<file path="config.mk">
export PLATFORM = sky130hd
export DESIGN_NAME = gmbb_ctrl
export DESIGN_NICKNAME = d
export VERILOG_FILES = /design/src/rtl/gmbb_pkg.sv /design/src/rtl/gmbb_ctrl.sv
export SDC_FILE = /design/constraint.sdc
export NUM_CORES = 1
export LEC_CHECK = 0
export BUFFER_PORTS_ARGS = -buffer_cell sky130_fd_sc_hd__buf_2
export CORE_MARGIN = 5
export CORE_UTILIZATION = 34
export CTS_BUF_LIST = sky130_fd_sc_hd__clkbuf_16
export DETAILED_ROUTE_END_ITERATION = 6
export PLACE_DENSITY_LB_ADDON = 0.1
export SYNTH_ARGS = -nofsm -noshare
export SYNTH_HDL_FRONTEND = slang
export SYNTH_SLANG_ARGS = --single-unit
</file>
<file path="constraint.sdc">
create_clock -name clock -period 3.5 [get_ports clock]
set_input_delay 0.525 -clock clock [delete_from_list [all_inputs] [get_ports clock]]
set_output_delay 0.525 -clock clock [all_outputs]
set_load 0.05 [all_outputs]
</file>
<file path="src/rtl/gmbb_pkg.sv">
// Shared constants, payload structs, controller state and command/status types
// for the gray mirror box blur unit. No dependencies.
package gmbb_pkg;

   localparam int MAX_WIDTH   = 1024;
   localparam int MAX_HEIGHT  = 1024;
   localparam int MAX_KERNEL  = 7;
   localparam int STORE_ROWS  = 8;
   localparam int COL_W       = $clog2(MAX_WIDTH);
   localparam int ROW_W       = $clog2(STORE_ROWS);
   localparam int ADDR_W      = ROW_W + COL_W;
   localparam int STORE_DEPTH = STORE_ROWS * MAX_WIDTH;
   localparam int CFG_W       = 11;
   localparam int CSR_IDX_W   = 2;
   localparam int KER_W       = 3;
   localparam int PIX_W       = 8;
   localparam int Q_W         = 22;
   localparam int P_W         = 21;
   localparam int TOTAL_W     = 21;
   localparam int DELAY_W     = 13;
   localparam int IDX_W       = 13;
   localparam int WSUM_W      = 15;
   localparam int SUM_W       = 14;
   localparam int DIV_W       = Q_W;
   localparam int DVSR_W      = CFG_W;
   localparam int DIV_CNT_W   = $clog2(DIV_W + 1);
   localparam int GRAY_RECIP  = 5243;
   localparam int RECIP_W     = 13;
   localparam int GRAY_SHIFT  = 19;

   localparam logic [CSR_IDX_W-1:0] CSR_IMAGE_WIDTH  = 2'd0;
   localparam logic [CSR_IDX_W-1:0] CSR_IMAGE_HEIGHT = 2'd1;
   localparam logic [CSR_IDX_W-1:0] CSR_BOX_SIDE     = 2'd2;

   localparam logic [CFG_W-1:0] WIDTH_RESET  = 11'd640;
   localparam logic [CFG_W-1:0] HEIGHT_RESET = 11'd480;
   localparam logic [KER_W-1:0] KERNEL_RESET = 3'd3;

   typedef struct packed {
      logic             action;
      logic [PIX_W-1:0] blue;
      logic [PIX_W-1:0] green;
      logic [PIX_W-1:0] red;
   } req_type;

   typedef struct packed {
      logic [PIX_W-1:0] blurred_value;
      logic             frame_last;
   } rsp_type;

   typedef enum logic [3:0] {
      ST_CLEAR,
      ST_IDLE,
      ST_SYNC_Q,
      ST_SYNC_QW,
      ST_SYNC_P,
      ST_SYNC_PW,
      ST_STEP,
      ST_BOX,
      ST_BSUM,
      ST_MEAN,
      ST_MEANW,
      ST_OUT
   } ctrl_state_type;

   typedef struct packed {
      logic ready;
      logic clear_wr;
      logic q_div_start;
      logic q_div_load;
      logic p_div_start;
      logic p_div_load;
      logic step;
      logic box_issue;
      logic mean_start;
      logic emit;
   } ctrl_cmd_type;

   typedef struct packed {
      logic accepted;
      logic cfg_written;
      logic clear_done;
      logic div_done;
      logic skip;
      logic emit_due;
      logic box_last;
      logic rsp_free;
   } dp_status_type;

endpackage

</file>
<file path="src/rtl/gmbb_ctrl.sv">
// Controller state machine: clear pass, resync after config writes,
// per-beat step, box walk, mean division and result hand-off. Depends on gmbb_pkg.
module gmbb_ctrl (
   input  logic                    clock,
   input  logic                    reset,
   input  gmbb_pkg::dp_status_type status,
   output gmbb_pkg::ctrl_cmd_type  cmd
);
   import gmbb_pkg::*;

   ctrl_state_type state_ff, state_in;
   logic           dirty_ff, dirty_in;

   always_comb begin
      state_in = state_ff;
      dirty_in = status.cfg_written || (dirty_ff && (state_ff != ST_SYNC_Q));
      case (state_ff)
         ST_CLEAR:   if (status.clear_done) state_in = ST_IDLE;
         ST_IDLE: begin
            if (dirty_ff) state_in = ST_SYNC_Q;
            else if (status.accepted) state_in = ST_STEP;
         end
         ST_SYNC_Q:  state_in = ST_SYNC_QW;
         ST_SYNC_QW: if (status.div_done) state_in = ST_SYNC_P;
         ST_SYNC_P:  state_in = ST_SYNC_PW;
         ST_SYNC_PW: if (status.div_done) state_in = ST_IDLE;
         ST_STEP: begin
            if (status.emit_due) state_in = ST_BOX;
            else state_in = ST_IDLE;
         end
         ST_BOX:     if (status.box_last) state_in = ST_BSUM;
         ST_BSUM:    state_in = ST_MEAN;
         ST_MEAN:    state_in = ST_MEANW;
         ST_MEANW:   if (status.div_done) state_in = ST_OUT;
         ST_OUT:     if (status.rsp_free) state_in = ST_IDLE;
         default:    state_in = ST_IDLE;
      endcase
   end

   always_comb begin
      cmd             = '0;
      cmd.ready       = (state_ff == ST_IDLE) && !dirty_ff;
      cmd.clear_wr    = (state_ff == ST_CLEAR);
      cmd.q_div_start = (state_ff == ST_SYNC_Q);
      cmd.q_div_load  = (state_ff == ST_SYNC_QW) && status.div_done;
      cmd.p_div_start = (state_ff == ST_SYNC_P);
      cmd.p_div_load  = (state_ff == ST_SYNC_PW) && status.div_done;
      cmd.step        = (state_ff == ST_STEP);
      cmd.box_issue   = (state_ff == ST_BOX);
      cmd.mean_start  = (state_ff == ST_MEAN);
      cmd.emit        = (state_ff == ST_OUT) && status.rsp_free;
   end

   always_ff @(posedge clock) begin
      if (reset) begin
         state_ff <= ST_CLEAR;
         dirty_ff <= 1'b0;
      end else begin
         state_ff <= state_in;
         dirty_ff <= dirty_in;
      end
   end

endmodule

</file>
==> reports/qor.yml <==
drive_gt1_share_pct: 28.2
drc: 0
clock-root-buffer: "clkbuf_16"
rsz0062_at_grt: "false"
synth_cell_type_count: 27
synthFlopType: "dfxtp_1"
grtUsageTotal_pct: 13.6
die_x_um: 47.7
num_rows: 13
fillers: 139
setup_viol_count_final: 0
cts_buffers: 3
drt_iter0_markers: 7
synth_area_um2: 483
status: "complete, no violations"
worstPathArrival_ns: 1.63
final_max_slew_viol_count: 0
hold_viol: 0
synth.top_cell.area_share_pct: 20.7
p_int_mw: 0.339
core_um2: 1320
vias_per_cell: 5.27
synth_top_area_cell: "dfxtp_1"
grt_pass1_vias: 521
syn_avg_cell_area_um2: 7.00
clock_sinks: 5
cts_resized: 0
p_per_area_nw_per_um2: 996
grt_overflow_total: 0
synth_cells: 69
synth_seq_cells: 5
worstPathRequired_ns: 2.97
worst_slack_ns: 1.34
finalNetCount: 96
p_leak_nw: 0.315
sw_frac_of_total_pct: 46.8
drv_cap: 0
synth_edf_count: 0
final_antenna_net_count: 0
io_pins: 20
h-tree-depth: 1
crit_chain: "nor2b_1 -> nand2_1 -> inv_1 -> buf_2"
max_slew_margin_pct: 60.3
path_clk_slew_ns: 0.03
fin_crit_sh_pct: 61.7
dpl-instance-area_um2: 562
wl_per_cell_um: 12.8
syn-num-nets: 79
dieArea_um2: 2270
fin_setup_tns_ns: 0
pwr-share-comb_pct: 48.2
fin_util_pct: 48.6
tritoncts: "done"
synth-seq-area-share_pct: 20.7
die_y_um: 47.7
synth_warnings: 0
synth_common_cells: "nand2_1, nor2_1, nor2b_1"
cp-end-kind: "output port"
vias: 527
syn2layout_area_growth_pct: 32.6
worst_path_max_delay_cell: "dfxtp_1"
path_class: "flip-flop to output port"
place_ws_ns: 1.53
total_power_mw: 0.638
hold_slack_ns: 0.514
fin_area_um2: 641
cts_setup_buffers: 0
start_kind: "flip-flop"
clk_path_buf_depth: 2
path_delay_family: "flip-flops"
critPathBufInv: 2
fmax_mhz: 463
synth.top_cells.by_area: "dfxtp_1, nor2b_1, nand2b_1"
initial_core_util_pct: 36.7
switching_power_mw: 0.299
grt_pass1_wl_um: 2170
ctsHoldBuffers: 0
place_hpwl_um: 890
crit_path_max_incr_delay_ns: 0.66
final_cells: 100
clk_latency_ns: 0.23
ir_drop_uv: 425
wirelength_um: 1280
ys_async_sr_fraction_pct: 0
seq_power_share_pct: 23.0
dp_cells: 96
antenna_found_initial: 0
pwr-share-clk_pct: 28.8
fin_skew_ns: 0.000943
grt_max_degree: 19
fin_crit_ns: 2.16
diodes: 0
critPathMaxFanout: 18
hold_path.class: "input pin to flip-flop"
worstMarginPinSlew_ns: 0.594
drt_first_pass_iters: 4
routabilityCongestion: 0.758
numPortBuffers: 18
[path summary, 6_finish.rpt]
path | to | slack [ns] | cells after the start | from
worst max-delay path | cmd[7] | 1.34 | 4 | state_ff[1]
worst min-delay path | dirty_ff | 0.51 | 3 | status[6]
worst max register to register | state_ff[0] | 1.66 | 4 | state_ff[1]
worst min register to register | dirty_ff | 0.57 | 2 | dirty_ff
[power groups by stage]
| stage | clock network [mW] | registers, mW | logic, mW |
|---|---|---|---|
| 3_5_place_dp | 0 | 0.148 | 0.308 |
| 2_1_floorplan | 0 | 0.0869 | 0.316 |
| 5_1_grt | 0.190 | 0.156 | 0.339 |
| 4_1_cts | 0.186 | 0.148 | 0.311 |
| 3_3_place_gp | 0 | 0.149 | 0.306 |
| 6_report | 0.183 | 0.147 | 0.308 |
[state kept, by name, indices dropped and copies added, names as in the netlist]
register  flops
state_ff      4
dirty_ff      1
[placed cells by master (no fill, tap or decap), types with 2 or more instances in the layout]
cell type	synthesis	layout
buf_2	0	18
nor4_1	3	3
nor3_1	4	4
or4_1	2	2
nand4b_1	2	2
nor2b_1	6	6
inv_1	3	4
clkbuf_16	0	3
nand2b_1	5	5
nor2_1	8	8
dfxtp_1	5	5
a21oi_1	3	3
nand2_1	8	8
[cells by family after synthesis]
family          Yosys count  synth area share [%]
flops                     5                  20.7
xor+xnor                  1                  1.81
simple gates             40                  44.8
compound gates           12                  18.9
buf+inv                   9                  8.55
mux                       2                  5.18
[layout make-up]
| cell class | count | area [um2] | area share [%] |
|---|---|---|---|
| repair buffers | 18 | 90.1 | 14.1 |
| multi-input cells | 55 | 342 | 53.3 |
| inverters | 3 | 11.3 | 1.76 |
| flip-flops and latches | 5 | 100 | 15.6 |
| clock buffers | 3 | 75.1 | 11.7 |
| clock inverters | 1 | 3.75 | 0.586 |
| well taps | 15 | 18.8 | 2.93 |
[worst reg2reg max path: cells and delay by family, from the launching register on]
family | cells | cell delay, ns
simple gates | 1 | 0.32
mux | 1 | 0.30
flops | 1 | 0.66
compound gates | 2 | 0.44
[per-layer routing]
layer / up-vias / routed length, um / GRT usage [%]
met5: - / 0 / 0
met4: 0 / 0 / 3.23
met3: 0 / 77 / 4.51
met2: 15 / 625 / 21.6
met1: 236 / 579 / 17.6
li1: 276 / - / -
Power figures use the tool's default switching activity.
